<file path="src/rtl/core/ptt_pkg.sv">
`timescale 1ns / 1ps
`default_nettype none

package ptt_pkg;

  // table geometry
  localparam int PTT_SLOTS = 16;

  // field widths
  localparam int NONCE_W = 64;
  localparam int PEER_W  = 16;
  localparam int TIME_W  = 48;
  localparam int LEN_W   = 11;
  localparam int VER_W   = 32;
  localparam int RETRY_W = 4;
  localparam int IVL_W   = 16;
  localparam int CMD_W   = 2;
  localparam int KIND_W  = 3;

  // stream and config port widths
  localparam int IN_DATA_W  = 176;
  localparam int OUT_DATA_W = 160;
  localparam int CFG_IDX_W  = 2;
  localparam int CFG_DATA_W = 32;

  // input commands
  localparam logic [CMD_W-1:0] CMD_SEND = 2'd0;
  localparam logic [CMD_W-1:0] CMD_PONG = 2'd1;
  localparam logic [CMD_W-1:0] CMD_TICK = 2'd2;
  localparam logic [CMD_W-1:0] CMD_PING = 2'd3;

  // result kinds
  localparam logic [KIND_W-1:0] KIND_PING    = 3'd0;
  localparam logic [KIND_W-1:0] KIND_PONG    = 3'd1;
  localparam logic [KIND_W-1:0] KIND_MATCH   = 3'd2;
  localparam logic [KIND_W-1:0] KIND_TIMEOUT = 3'd3;
  localparam logic [KIND_W-1:0] KIND_FULL    = 3'd4;

  // configuration register indexes
  localparam logic [CFG_IDX_W-1:0] CFG_RETRY_IVL = 2'd0;
  localparam logic [CFG_IDX_W-1:0] CFG_MAX_RETRY = 2'd1;
  localparam logic [CFG_IDX_W-1:0] CFG_VERSION   = 2'd2;

  // configuration reset values
  localparam logic [IVL_W-1:0]          RST_RETRY_IVL = 16'd1000;
  localparam logic [RETRY_W-1:0]        RST_MAX_RETRY = 4'd3;
  localparam logic signed [VER_W-1:0]   RST_VERSION   = 32'sd1;

  // minimum wire sizes of received packets
  localparam logic [LEN_W-1:0] PING_WIRE = 11'd9;
  localparam logic [LEN_W-1:0] PONG_WIRE = 11'd13;

  typedef struct packed {
    logic [IVL_W-1:0]        retry_ivl;
    logic [RETRY_W-1:0]      max_retry;
    logic signed [VER_W-1:0] version;
  } cfg_t;

  typedef struct packed {
    logic [NONCE_W-1:0] nonce;
    logic [PEER_W-1:0]  peer;
    logic [TIME_W-1:0]  sent;
    logic [RETRY_W-1:0] retry;
  } slot_t;

  typedef struct packed {
    logic [KIND_W-1:0]       kind;
    logic [NONCE_W-1:0]      nonce;
    logic [PEER_W-1:0]       peer;
    logic [TIME_W-1:0]       rtt;
    logic signed [VER_W-1:0] version;
  } res_t;

  // engine to output stage: push a result, or close the item
  typedef struct packed {
    logic push;
    logic finish;
    res_t res;
  } emit_t;

endpackage

`default_nettype wire

</file>
<file path="src/rtl/core/ptt_cfg_regs.sv">
`timescale 1ns / 1ps
`default_nettype none

module ptt_cfg_regs
  import ptt_pkg::*;
(
  input  wire logic                  clk,
  input  wire logic                  rst_n,
  input  wire logic                  wr_en,
  input  wire logic [CFG_IDX_W-1:0]  index,
  input  wire logic [CFG_DATA_W-1:0] data,
  output cfg_t                       cfg
);

  cfg_t cfg_r;

  // write the addressed register, ignore indexes beyond the list
  always_ff @(posedge clk) begin
    if (!rst_n) begin
      cfg_r.retry_ivl <= RST_RETRY_IVL;
      cfg_r.max_retry <= RST_MAX_RETRY;
      cfg_r.version   <= RST_VERSION;
    end else if (wr_en) begin
      unique case (index)
        CFG_RETRY_IVL: cfg_r.retry_ivl <= data[IVL_W-1:0];
        CFG_MAX_RETRY: cfg_r.max_retry <= data[RETRY_W-1:0];
        CFG_VERSION:   cfg_r.version   <= $signed(data[VER_W-1:0]);
        default: ;
      endcase
    end
  end

  assign cfg = cfg_r;

endmodule

`default_nettype wire

</file>
<file path="src/rtl/core/ptt_slot_mem.sv">
`timescale 1ns / 1ps
`default_nettype none

module ptt_slot_mem
  import ptt_pkg::*;
#(
  parameter int DEPTH = PTT_SLOTS,
  localparam int AW   = (DEPTH > 1) ? $clog2(DEPTH) : 1
) (
  input  wire logic          clk,
  input  wire logic          we,
  input  wire logic [AW-1:0] waddr,
  input  slot_t              wdata,
  input  wire logic [AW-1:0] raddr,
  output slot_t              rdata
);

  slot_t mem [DEPTH];
  slot_t rdata_r;

  // one write port, one registered read port (old data on collision)
  always_ff @(posedge clk) begin
    if (we) begin
      mem[waddr] <= wdata;
    end
    rdata_r <= mem[raddr];
  end

  assign rdata = rdata_r;

endmodule

`default_nettype wire

</file>
<file path="src/rtl/core/ptt_out_stage.sv">
`timescale 1ns / 1ps
`default_nettype none

module ptt_out_stage
  import ptt_pkg::*;
(
  input  wire logic                  clk,
  input  wire logic                  rst_n,
  input  emit_t                      emit,
  output logic                       ok,
  output logic                       out_tvalid,
  input  wire logic                  out_tready,
  output logic [OUT_DATA_W-1:0]      out_tdata,
  output logic [KIND_W-1:0]          out_tuser,
  output logic                       out_tlast
);

  logic hold_v_r;
  logic out_v_r;
  res_t hold_r;
  res_t out_res_r;
  logic out_last_r;
  logic free;
  logic move;

  // a result waits in hold until the next one shows whether it is the last
  assign free = !out_v_r || out_tready;
  assign ok   = !hold_v_r || free;
  assign move = hold_v_r && ok && (emit.push || emit.finish);

  // control: hold and output valid flags
  always_ff @(posedge clk) begin
    if (!rst_n) begin
      hold_v_r <= 1'b0;
      out_v_r  <= 1'b0;
    end else begin
      if (move) begin
        out_v_r <= 1'b1;
      end else if (out_tready) begin
        out_v_r <= 1'b0;
      end
      if (emit.push && ok) begin
        hold_v_r <= 1'b1;
      end else if (emit.finish && ok) begin
        hold_v_r <= 1'b0;
      end
    end
  end

  // payload: shift hold into the output register, load hold
  always_ff @(posedge clk) begin
    if (move) begin
      out_res_r  <= hold_r;
      out_last_r <= emit.finish;
    end
    if (emit.push && ok) begin
      hold_r <= emit.res;
    end
  end

  assign out_tvalid = out_v_r;
  assign out_tdata  = {out_res_r.version, out_res_r.rtt, out_res_r.peer, out_res_r.nonce};
  assign out_tuser  = out_res_r.kind;
  assign out_tlast  = out_last_r;

endmodule

`default_nettype wire

</file>
<file path="src/rtl/core/ptt_engine.sv">
`timescale 1ns / 1ps
`default_nettype none

module ptt_engine
  import ptt_pkg::*;
#(
  parameter int SLOTS = PTT_SLOTS,
  localparam int AW   = (SLOTS > 1) ? $clog2(SLOTS) : 1
) (
  input  wire logic                clk,
  input  wire logic                rst_n,
  input  wire logic                in_valid,
  output logic                     in_ready,
  input  wire logic [CMD_W-1:0]    in_cmd,
  input  wire logic [NONCE_W-1:0]  in_nonce,
  input  wire logic [PEER_W-1:0]   in_peer,
  input  wire logic [TIME_W-1:0]   in_now,
  input  wire logic [LEN_W-1:0]    in_len,
  input  wire logic signed [VER_W-1:0] in_pver,
  input  cfg_t                     cfg,
  output emit_t                    emit,
  input  wire logic                out_ok,
  output logic                     mem_we,
  output logic [AW-1:0]            mem_waddr,
  output slot_t                    mem_wdata,
  output logic [AW-1:0]            mem_raddr,
  input  slot_t                    mem_rdata
);

  typedef enum logic [3:0] {
    ST_IDLE  = 4'b0001,
    ST_SCAN  = 4'b0010,
    ST_SCAN2 = 4'b0100,
    ST_FLUSH = 4'b1000
  } state_t;

  state_t state_r, state_nxt;
  logic [AW-1:0]    idx_r, idx_nxt;
  logic [SLOTS-1:0] active_r, active_nxt;
  logic [SLOTS-1:0] expired_r, expired_nxt;

  logic [CMD_W-1:0]        cmd_r;
  logic [NONCE_W-1:0]      nonce_r;
  logic [PEER_W-1:0]       peer_r;
  logic [TIME_W-1:0]       now_r;
  logic signed [VER_W-1:0] pver_r;

  logic              last_idx;
  logic [TIME_W-1:0] elapsed;
  logic [TIME_W-1:0] rtt;
  logic              due;
  logic              spent;

  // per-slot arithmetic on the entry read last cycle
  assign last_idx = (idx_r == AW'(SLOTS - 1));
  assign elapsed  = now_r - mem_rdata.sent;
  assign rtt      = (now_r >= mem_rdata.sent) ? elapsed : '0;
  assign due      = active_r[idx_r] && (elapsed >= TIME_W'(cfg.retry_ivl));
  assign spent    = (mem_rdata.retry >= cfg.max_retry);

  assign in_ready  = (state_r == ST_IDLE);
  assign mem_waddr = idx_r;
  // the next slot's entry is fetched while this one is worked on
  assign mem_raddr = idx_nxt;

  // scan sequencer
  always_comb begin
    state_nxt   = state_r;
    idx_nxt     = idx_r;
    active_nxt  = active_r;
    expired_nxt = expired_r;
    emit        = '0;
    mem_we      = 1'b0;
    mem_wdata   = '{nonce: nonce_r, peer: peer_r, sent: now_r, retry: '0};

    unique case (state_r)
      ST_IDLE: begin
        if (in_valid) begin
          unique case (in_cmd) inside
            CMD_SEND, CMD_TICK: state_nxt = ST_SCAN;
            CMD_PONG: state_nxt = (in_len >= PONG_WIRE) ? ST_SCAN : ST_FLUSH;
            CMD_PING: begin
              if (in_len >= PING_WIRE) begin
                emit.push = 1'b1;
                emit.res  = '{kind: KIND_PONG, nonce: in_nonce, peer: in_peer,
                              rtt: '0, version: cfg.version};
              end
              state_nxt = ST_FLUSH;
            end
            default: state_nxt = ST_FLUSH;
          endcase
        end
      end

      ST_SCAN: begin
        unique case (cmd_r)
          // claim the lowest free slot, or report a full table
          CMD_SEND: begin
            if (!active_r[idx_r]) begin
              emit.push = 1'b1;
              emit.res  = '{kind: KIND_PING, nonce: nonce_r, peer: peer_r,
                            rtt: '0, version: '0};
              if (out_ok) begin
                mem_we              = 1'b1;
                active_nxt[idx_r]   = 1'b1;
                state_nxt           = ST_FLUSH;
                idx_nxt             = '0;
              end
            end else if (last_idx) begin
              emit.push = 1'b1;
              emit.res  = '{kind: KIND_FULL, nonce: nonce_r, peer: peer_r,
                            rtt: '0, version: '0};
              if (out_ok) begin
                state_nxt = ST_FLUSH;
                idx_nxt   = '0;
              end
            end else begin
              idx_nxt = idx_r + 1'b1;
            end
          end
          // free the lowest active slot with a matching nonce
          CMD_PONG: begin
            if (active_r[idx_r] && (mem_rdata.nonce == nonce_r)) begin
              emit.push = 1'b1;
              emit.res  = '{kind: KIND_MATCH, nonce: nonce_r, peer: peer_r,
                            rtt: rtt, version: pver_r};
              if (out_ok) begin
                active_nxt[idx_r] = 1'b0;
                state_nxt         = ST_FLUSH;
                idx_nxt           = '0;
              end
            end else if (last_idx) begin
              state_nxt = ST_FLUSH;
              idx_nxt   = '0;
            end else begin
              idx_nxt = idx_r + 1'b1;
            end
          end
          // resend due slots, mark spent ones for the timeout pass
          CMD_TICK: begin
            emit.res = '{kind: KIND_PING, nonce: mem_rdata.nonce, peer: mem_rdata.peer,
                         rtt: '0, version: '0};
            emit.push = due && !spent;
            if (!emit.push || out_ok) begin
              if (due && spent) begin
                active_nxt[idx_r]  = 1'b0;
                expired_nxt[idx_r] = 1'b1;
              end else if (due) begin
                mem_we    = 1'b1;
                mem_wdata = '{nonce: mem_rdata.nonce, peer: mem_rdata.peer,
                              sent: now_r, retry: mem_rdata.retry + 1'b1};
              end
              if (last_idx) begin
                state_nxt = ST_SCAN2;
                idx_nxt   = '0;
              end else begin
                idx_nxt = idx_r + 1'b1;
              end
            end
          end
          default: begin
            state_nxt = ST_FLUSH;
            idx_nxt   = '0;
          end
        endcase
      end

      // report timeouts in slot order
      ST_SCAN2: begin
        emit.res  = '{kind: KIND_TIMEOUT, nonce: mem_rdata.nonce, peer: mem_rdata.peer,
                      rtt: '0, version: '0};
        emit.push = expired_r[idx_r];
        if (!emit.push || out_ok) begin
          expired_nxt[idx_r] = 1'b0;
          if (last_idx) begin
            state_nxt = ST_FLUSH;
            idx_nxt   = '0;
          end else begin
            idx_nxt = idx_r + 1'b1;
          end
        end
      end

      // release the held result as the last one of the item
      ST_FLUSH: begin
        emit.finish = 1'b1;
        if (out_ok) begin
          state_nxt = ST_IDLE;
        end
      end

      default: begin
        state_nxt = ST_IDLE;
        idx_nxt   = '0;
      end
    endcase
  end

  // control state
  always_ff @(posedge clk) begin
    if (!rst_n) begin
      state_r   <= ST_IDLE;
      idx_r     <= '0;
      active_r  <= '0;
      expired_r <= '0;
    end else begin
      state_r   <= state_nxt;
      idx_r     <= idx_nxt;
      active_r  <= active_nxt;
      expired_r <= expired_nxt;
    end
  end

  // latch the accepted item
  always_ff @(posedge clk) begin
    if (in_valid && in_ready) begin
      cmd_r   <= in_cmd;
      nonce_r <= in_nonce;
      peer_r  <= in_peer;
      now_r   <= in_now;
      pver_r  <= in_pver;
    end
  end

endmodule

`default_nettype wire

</file>
<file path="src/rtl/core/ping_retry_timeout_tracker_unit.sv">
// Ping retry and timeout tracker.
// Input channel in_*: one command per item (in_tuser: send ping, pong received,
// tick, ping received) with nonce, peer, time, packet length and peer version
// in in_tdata. Result channel out_*: zero or more result items per command,
// out_tlast on the final one; kind in out_tuser. Config port cfg_*: write
// retry interval, retry limit and protocol version while the block is idle.
// One item is worked on at a time. The table lives in a one-port-read memory
// that is walked one slot per cycle unless tready low holds a result back; per command:
//   ping received or short packet: no scan
//   send ping / pong received: scan up to the first hit, at most SLOTS slots
//   tick: two passes over all SLOTS slots (resend pass, then timeout pass)
// A result leaves through a hold register and an output register, so it
// shows up one result (or the end of the item) after it is found; tready low
// stalls the scan.
// Reset clears the slot valid bits and the output stage at once; there is no
// memory clearing pass, and the block is ready in the cycle after reset.
`timescale 1ns / 1ps
`default_nettype none

module ping_retry_timeout_tracker_unit
  import ptt_pkg::*;
#(
  parameter int SLOTS = PTT_SLOTS
) (
  input  wire logic                  clk,
  input  wire logic                  rst_n,
  input  wire logic                  in_tvalid,
  output logic                       in_tready,
  // nonce[63:0], peer[79:64], now_ms[127:80], packet_length[138:128],
  // peer_version[170:139], zero fill above
  input  wire logic [IN_DATA_W-1:0]  in_tdata,
  // cmd[1:0]
  input  wire logic [CMD_W-1:0]      in_tuser,
  output logic                       out_tvalid,
  input  wire logic                  out_tready,
  // out_nonce[63:0], out_peer[79:64], rtt_ms[127:80], out_version[159:128]
  output logic [OUT_DATA_W-1:0]      out_tdata,
  // kind[2:0]
  output logic [KIND_W-1:0]          out_tuser,
  output logic                       out_tlast,
  input  wire logic                  cfg_wr_en,
  input  wire logic [CFG_IDX_W-1:0]  cfg_index,
  input  wire logic [CFG_DATA_W-1:0] cfg_data
);

  localparam int AW = (SLOTS > 1) ? $clog2(SLOTS) : 1;

  cfg_t          cfg;
  emit_t         emit;
  logic          out_ok;
  logic          mem_we;
  logic [AW-1:0] mem_waddr;
  logic [AW-1:0] mem_raddr;
  slot_t         mem_wdata;
  slot_t         mem_rdata;

  ptt_cfg_regs u_cfg (
    .clk   (clk),
    .rst_n (rst_n),
    .wr_en (cfg_wr_en),
    .index (cfg_index),
    .data  (cfg_data),
    .cfg   (cfg)
  );

  ptt_slot_mem #(.DEPTH(SLOTS)) u_mem (
    .clk   (clk),
    .we    (mem_we),
    .waddr (mem_waddr),
    .wdata (mem_wdata),
    .raddr (mem_raddr),
    .rdata (mem_rdata)
  );

  ptt_engine #(.SLOTS(SLOTS)) u_engine (
    .clk       (clk),
    .rst_n     (rst_n),
    .in_valid  (in_tvalid),
    .in_ready  (in_tready),
    .in_cmd    (in_tuser),
    .in_nonce  (in_tdata[63:0]),
    .in_peer   (in_tdata[79:64]),
    .in_now    (in_tdata[127:80]),
    .in_len    (in_tdata[138:128]),
    .in_pver   ($signed(in_tdata[170:139])),
    .cfg       (cfg),
    .emit      (emit),
    .out_ok    (out_ok),
    .mem_we    (mem_we),
    .mem_waddr (mem_waddr),
    .mem_wdata (mem_wdata),
    .mem_raddr (mem_raddr),
    .mem_rdata (mem_rdata)
  );

  ptt_out_stage u_out (
    .clk        (clk),
    .rst_n      (rst_n),
    .emit       (emit),
    .ok         (out_ok),
    .out_tvalid (out_tvalid),
    .out_tready (out_tready),
    .out_tdata  (out_tdata),
    .out_tuser  (out_tuser),
    .out_tlast  (out_tlast)
  );

endmodule

`default_nettype wire

</file>
<file path="config.mk">
export PLATFORM = sky130hd
export DESIGN_NAME = ping_retry_timeout_tracker_unit
export DESIGN_NICKNAME = d
export VERILOG_FILES = /design/src/rtl/core/ptt_pkg.sv /design/src/rtl/core/ptt_cfg_regs.sv /design/src/rtl/core/ptt_slot_mem.sv /design/src/rtl/core/ptt_out_stage.sv /design/src/rtl/core/ptt_engine.sv /design/src/rtl/core/ping_retry_timeout_tracker_unit.sv
export SDC_FILE = /design/constraint.sdc
export NUM_CORES = 2
export LEC_CHECK = 0
export BUFFER_PORTS_ARGS = -buffer_cell sky130_fd_sc_hd__buf_2
export CORE_MARGIN = 1.5
export CORE_UTILIZATION = 40
export DETAILED_ROUTE_END_ITERATION = 8
export SLEW_MARGIN = 20
export SYNTH_ARGS = -nofsm -noshare
export SYNTH_HDL_FRONTEND = slang
export SYNTH_SLANG_ARGS = --single-unit
export TNS_END_PERCENT = 30
</file>
<file path="constraint.sdc">
create_clock -name clk -period 15.4 [get_ports clk]
set_clock_uncertainty 0.2 [all_clocks]
set_input_delay 3.85 -clock clk [delete_from_list [all_inputs] [get_ports clk]]
set_output_delay 3.85 -clock clk [all_outputs]
set_load 0.02 [all_outputs]
</file>
# After elaboration in Yosys (flattened, before gate mapping)
# Memories as Yosys holds them, arrays and structs flattened. A register that Yosys moved wholly into a read port is not among the register bits.
# Cells that the tools add are included.
# W data, S select, Z words.
[classes] n_addsub=3 multipliers=0 div_mod_pow=0 n_lt_le_gt_ge=7 eq_ne=28 n_shift=0 mux=77 n_bitwise=5 n_reduce_logical=35
[ops] cell="$pmux W163 S3" n=2
[ops] cell="$mux W132" n=5
[ops] cell="$mux W163" n=4
[ops] cell="$mux W162" n=1
[ops] cell="$mux W161" n=1
[ops] cell="$mux W16" n=10
[ops] cell="$mux W4" n=18
[ops] cell="$eq A64 B64 Y1" n=1
[ops] cell="$ge A48 B16 Y1" n=1
[ops] cell="$ge A48 B48 Y1" n=1
[ops] cell="$mux W48" n=1
[ops] cell="$pmux W16 S3" n=1
[ops] cell="$sub A48 B48 Y48" n=1
[ops] cell="$pmux W4 S3" n=3
[ops] cell="$and A16 B16 Y16" n=2
[ops] cell="$or A16 B16 Y16" n=2
[ops] cell="$pmux W16 S2" n=1
[ops] cell="$ge A11 B4 Y1 const B" n=2
[ops] cell="$mux W1" n=22
[ops] cell="$ne A2 B1 Y1 const B" n=10
[ops] cell="$not A16 Y16" n=1
[ops] cell="$pmux W4 S4" n=1
[ops] cell="$logic_and A1 B1 Y1" n=10
[ops] cell="$add A4 B1 Y4 const B" n=2
[ops] cell="other kinds (27)" n=52
[word_totals] ff_bits=583 latch_bits=0 ram_bits=2112 rom_bits=0 in_bits=217 n_memories=1
[memory_table] name="u_mem.mem" depth=16 width=132 rd=1 rd_clocked_by_memory_dff=1 wr=1 line="ptt_slot_mem.sv:18" rtl="slot_t mem [DEPTH];"

# Longest topological paths before layout
[logic_depth] word_depth=11 mapped_depth=29 mapped_depth_nobuf=24

# Cells and area by module
# Synthesis repeated with hierarchy kept, for this count alone.
[unflattened] cells_unflattened=5652 area_unflattened_um2=109909.2
[by_module_without_submodules] mod="ptt_slot_mem" instances=1 cells_each=3454 area_per_inst_um2=82046.2
[by_module_without_submodules] mod="ptt_engine" instances=1 cells_each=1641 area_per_inst_um2=15806.4
[by_module_without_submodules] mod="ptt_out_stage" instances=1 cells_each=339 area_per_inst_um2=9912.0
[by_module_without_submodules] mod="ptt_cfg_regs" instances=1 cells_each=218 area_per_inst_um2=2144.6

# Least setup slack after synthesis
# Ideal clock, no wire load.
[synth_timing] kind="input -> register" from="input port in_tvalid" to="register u_out.out_res_r (netlist bit u_out.out_tdata[0]), enable pin" arrival_ns=15.407 required_ns=14.508 slack_ns=-0.899 cell_stages=6 path_cell_list="and2_1 > nand3_1 > a21oi_1 > a221oi_1 > a21bo_2 > nor2_1"
[synth_via] elab_chain_len=4
[synth_rtl] item="start, declared" line="ping_retry_timeout_tracker_unit.sv:27" rtl="input wire logic in_tvalid,"
[synth_rtl] item="$mux W1" line="ptt_engine.sv:78" rtl="if (in_valid) begin"
[synth_rtl] item="$pmux W1 S3" line="ptt_engine.sv:76" rtl="unique case (state_r)"
[synth_rtl] item="$logic_or A1 B1 Y1" line="ptt_out_stage.sv:29" rtl="assign move = hold_v_r && ok && (emit.push || emit.finish);"
[synth_rtl] item="$logic_and A1 B1 Y1" line="ptt_out_stage.sv:29"
[synth_rtl] item="via u_out.move" line="ptt_out_stage.sv:24" rtl="logic move;"
[synth_rtl] item="end signal, assigned" line="ptt_out_stage.sv:53" rtl="out_res_r <= hold_r;"
[synth_rtl] item="end, declared" line="ptt_out_stage.sv:21" rtl="res_t out_res_r;"
# The timed path passes the listed nets, and every way through them passes these cells.
# A chain may end at the register's enable or synchronous reset.

# Worst setup path after layout
[layout_timing] from="register u_engine.now_r[3]" to="register u_mem.rdata[40] (netlist name)"
[layout_via] elab_chain_len=9
[layout_rtl] item="start, declared" line="ptt_engine.sv:45" rtl="logic [TIME_W-1:0] now_r;"
[layout_rtl] item="start signal, assigned" line="ptt_engine.sv:220" rtl="now_r <= in_now;"
[layout_rtl] item="$sub A48 B48 Y48" line="ptt_engine.sv:56" rtl="assign elapsed = now_r - mem_rdata.sent;"
[layout_rtl] item="$ge A48 B16 Y1" line="ptt_engine.sv:58" rtl="assign due = active_r[idx_r] && (elapsed >= TIME_W'(cfg.retry_ivl));"
[layout_rtl] item="$logic_and A1 B1 Y1" line="ptt_engine.sv:58"
[layout_rtl] item="$logic_and A1 B1 Y1" line="ptt_engine.sv:143" rtl="emit.push = due && !spent;"
[layout_rtl] item="$logic_not A1 Y1" line="ptt_engine.sv:144" rtl="if (!emit.push || out_ok) begin"
[layout_rtl] item="$logic_or A1 B1 Y1" line="ptt_engine.sv:144"
[layout_rtl] item="$mux W4" line="ptt_engine.sv:144"
[layout_rtl] item="$pmux W4 S3" line="ptt_engine.sv:96" rtl="unique case (cmd_r)"
[layout_rtl] item="$pmux W4 S3" line="ptt_engine.sv:76"
# No other way between the ends.

==> results.yml <==
job:
  drv_cap: 0
final_layout:
  final_area_um2: 127000
  finalNetCount: 8011
  final_cells: 11700
  syn2layout_area_growth_pct: 14.1
  drive_above_1_share_pct: 14.0
  n_fill_cell: 24000
sta:
  rsz0062_at_grt: "no"
  hold_viol: 0
  fin_crit_sh_pct: 63.4
  fin_crit_ns: 9.76
  tightest_slew_ns: 1.33
  hold-worst-slack_ns: 0.193
  relSlewSlack_pct: 11.1
  slew_viol_final: 0
  fmax_mhz: 102
  finalSetupViolCount: 0
die:
  start_util_pct: 40.2
  num_rows: 193
  core_um2: 276000
  dieArea_um2: 281000
  ios: 383
  dieHeight_um: 530
  die-width_um: 530
clock_tree:
  worstSkewPairLatency_ns: 0.92
  cts_buffer_depth: 4
  clkTransAtPathRegs_ns: 0.06
  ctsResizeCount: 0
  postCtsSetupRepairBufs: 0
  cts_buffers: 297
  root_buffer: "clkbuf_16"
  hold_buffers: 0
  cts_sinks: 2827
  h-tree-depth: 5
  cts_tree: "yes"
global_route:
  antenna_found_initial: 43
  grt_usage_pct: 23.0
  grt_max_degree: 195
  grt_pass1_vias: 65300
  overflow: 0
  grt_pass1_wl_um: 469000
detailed_routing:
  routedWlPerCell_um: 28.5
  totalWireLength_um: 333000
  routed_via_density: 5.86
  drtPass1Iterations: 5
  vias: 68500
  antenna_left: 0
  drc: 0
  drt_iter0_drc: 7908
pwr:
  switching_share_pct: 23.7
  seqPwrFrac_pct: 51.5
  power_density_nw_per_um2: 137
  switchingPower_mw: 4.11
  combinationalPowerShare_pct: 7.4
  intPower_mw: 13.2
  leakage_nw: 43.7
  clkPwrFrac_pct: 41.0
  vdd_drop_max_mv: 0.0842
logic_synthesis:
  async_flop_share_pct: 0
  synth_cells: 7422
  ys_seq_elements: 2827
  netlist_area_um2: 111000
  yosys_warnings: 0
  avgSynthCellArea_um2: 15.0
  synth_edf_count: 2601
  synth_cell_types: 101
  seq_area_frac_synth_pct: 74.4
  synth_ff_type: "edfxtp_1"
  synth_nets: 7718
place:
  port-buffer-count: 377
  placed_cells: 11100
  hpwl_um: 178000
  globalplace.congestion: 0.888
  dpl_cell_area_um2: 117000
worst_hold_path:
  hold-path-endpoint: "u_out.out_tdata[56]"
  min_from: "u_out.hold_r[152]"
  min_path_type: "reg -> reg"
  whs_path_depth: 0
status:
  run_status: "finished clean"
setup_path:
  critPathKind: "reg -> reg"
  cp-end-kind: "flip-flop"
  reg2reg_from: "u_engine.now_r[3]"
  r2r_end: "u_mem.rdata[40]"
  cp.required_ns: 15.99
  r2r_setup_slack_ns: 5.64
  arrival_ns: 10.34
  worstPathMaxFanout: 47
  crit_path_start_kind: "flip-flop"
  reg2reg_depth: 24
[synth_stat cells (13+ instances only)]
library cell | instances | area (µm²)
o211ai_1 | 13 | 97.6
a311o_1 | 133 | 1330
xor2_1 | 78 | 683
nand4_1 | 37 | 231
a221oi_2 | 20 | 300
dfxtp_1 | 226 | 4520
a211oi_1 | 26 | 195
buf_1 | 19 | 71.3
o21a_1 | 19 | 143
buf_2 | 154 | 771
nand3_1 | 157 | 786
xnor2_1 | 14 | 123
or3_1 | 27 | 169
nor4_1 | 30 | 188
edfxtp_1 | 2601 | 78100
a31oi_1 | 137 | 857
clkbuf_1 | 308 | 1160
ha_1 | 78 | 976
nor2_1 | 137 | 514
nand2_1 | 1242 | 4660
inv_1 | 91 | 342
nor3_1 | 36 | 180
mux2_2 | 84 | 946
o21ai_1 | 15 | 75.1
a22o_1 | 38 | 333
a22oi_1 | 164 | 1230
a32oi_1 | 132 | 1160
nand2b_1 | 13 | 81.3
a21oi_1 | 396 | 1980
mux2i_1 | 403 | 4030
a21o_1 | 22 | 165
o21ai_0 | 142 | 711
a221oi_1 | 243 | 2130
[power by group through the flow]
stage	combinational (mW)	sequential (mW)	clock [mW]
final	1.29	8.94	7.12
after global routing	1.39	8.96	7.50
after CTS	1.28	8.94	7.22
after detailed placement	1.27	9.10	0
after global placement	1.25	9.09	0
after floorplan	0.811	9.03	0
[worst max-delay path: stages, from the launching register on]
cell	delay, ns
edfxtp_1	0.64
ha_1	0.54
a21o_1	0.22
a21oi_1	0.28
a21oi_1	0.15
o21a_1	0.21
nor2_1	0.22
ha_1	0.31
a21o_1	0.19
a211oi_1	0.24
o211ai_1	0.11
a21oi_1	0.18
o221ai_1	0.21
nor4bb_1	0.48
nand4_1	0.22
nor4b_4	0.91
a31oi_4	0.37
mux2_2	0.40
a21oi_4	0.63
buf_4	0.82
o21ai_4	0.44
buf_4	0.43
buf_4	0.50
a221oi_1	0.43
a311o_1	0.23
[cells by family (layout without fill, tap and decap cells)]
| kind of cell | count (synthesis) | in the layout | synth area share, % |
|---|---|---|---|
| buffers and inverters | 586 | 1124 | 2.21 |
| AND/OR/NAND/NOR | 1746 | 1746 | 6.60 |
| adder cells (fa/ha/maj) | 79 | 79 | 0.897 |
| flip-flops | 2827 | 2827 | 74.4 |
| other | 0 | 13 | 0 |
| multiplexers | 500 | 500 | 4.73 |
| XOR/XNOR | 92 | 92 | 0.725 |
| AO/OA/AOI/OAI | 1592 | 1592 | 10.4 |
[worst max-delay path by stage]
| stage | slack [ns] | start | end | cells after the start |
|---|---|---|---|---|
| floorplan | -0.62 | in_tvalid | u_out.hold_r[0] | 5 |
| global route | 5.38 | u_engine.now_r[3] | u_mem.rdata[40] | 24 |
| CTS | 5.77 | u_engine.now_r[3] | u_mem.rdata[40] | 24 |
| detailed placement | 5.80 | u_engine.now_r[3] | u_mem.rdata[40] | 24 |
| global placement | 5.59 | u_engine.now_r[3] | u_mem.rdata[40] | 24 |
| finish | 5.64 | u_engine.now_r[3] | u_mem.rdata[40] | 24 |
[area by class of cell]
class                           count  area (µm²)  share of cell area [%]
Clock buffer                      399        8170                    6.45
Tap cell                         3705        4640                    3.66
Sequential cell                  2827       82600                    65.2
Timing Repair Buffer              488        3060                    2.41
Clock inverter                    145        1510                    1.19
Antenna cell                       13        32.5                  0.0257
Inverter                           92         347                   0.273
Multi-Input combinational cell   4009       26400                    20.8
[state kept, by name, summed over array words and instances (netlist names), named ones only]
signal	count
u_mem.mem	2112
u_out.hold_r	163
u_out.out_tdata	160
u_mem.rdata	132
u_engine.nonce_r	64
u_cfg.cfg	52
u_engine.now_r	48
u_engine.pver_r	32
u_engine.peer_r	16
u_engine.mem_waddr	4
u_engine.state_r	4
u_out.out_tuser	3
u_engine.cmd_r	2
u_out.hold_v_r	1
u_out.out_tlast	1
u_out.out_tvalid	1
[metal layers]
metal / global-route usage [%] / vias to the layer above / part of all wire, %
met4: 7.18 / 28 / 3.0
met5: 0 / - / 0.056
met1: 32.3 / 35000 / 42
li1: - / 29500 / -
met3: 4.13 / 589 / 9.3
met2: 36.1 / 3404 / 46
[through the flow]
step | setup slack [ns] | TNS (ns) | util [%] | power [mW]
5_1_grt | 5.38 | 0 | 45.9 | 17.8
6_report | 5.64 | 0 | 45.9 | 17.4
3_3_place_gp | 5.59 | 0 | 42.3 | 10.3
3_5_place_dp | 5.80 | 0 | 42.3 | 10.4
4_1_cts | 5.77 | 0 | 45.8 | 17.4
2_1_floorplan | -0.617 | -100.56 | - | 9.84
[layout by cell type (no fill, tap or decap), types with 16 or more instances in the layout]
cell	instances
edfxtp_1	2601
nand2_1	1241
mux2i_1	403
a21oi_1	395
buf_2	377
clkbuf_16	302
a221oi_1	243
dfxtp_1	226
a22oi_1	164
nand3_1	156
o21ai_0	139
a31oi_1	137
a311o_1	133
a32oi_1	132
nor2_1	118
inv_1	91
buf_4	86
mux2_2	84
xor2_1	78
ha_1	77
clkbuf_1	72
clkinv_2	48
a22o_1	38
clkinv_1	38
nand4_1	37
nor3_1	34
or3_1	27
a211oi_1	26
nor4_1	25
clkbuf_8	25
a21o_1	22
bufinv_16	22
buf_12	22
nor2_4	21
a221oi_2	20
o21a_1	19
o21ai_1	16
No activity file was read; power rests on OpenSTA's default activity.
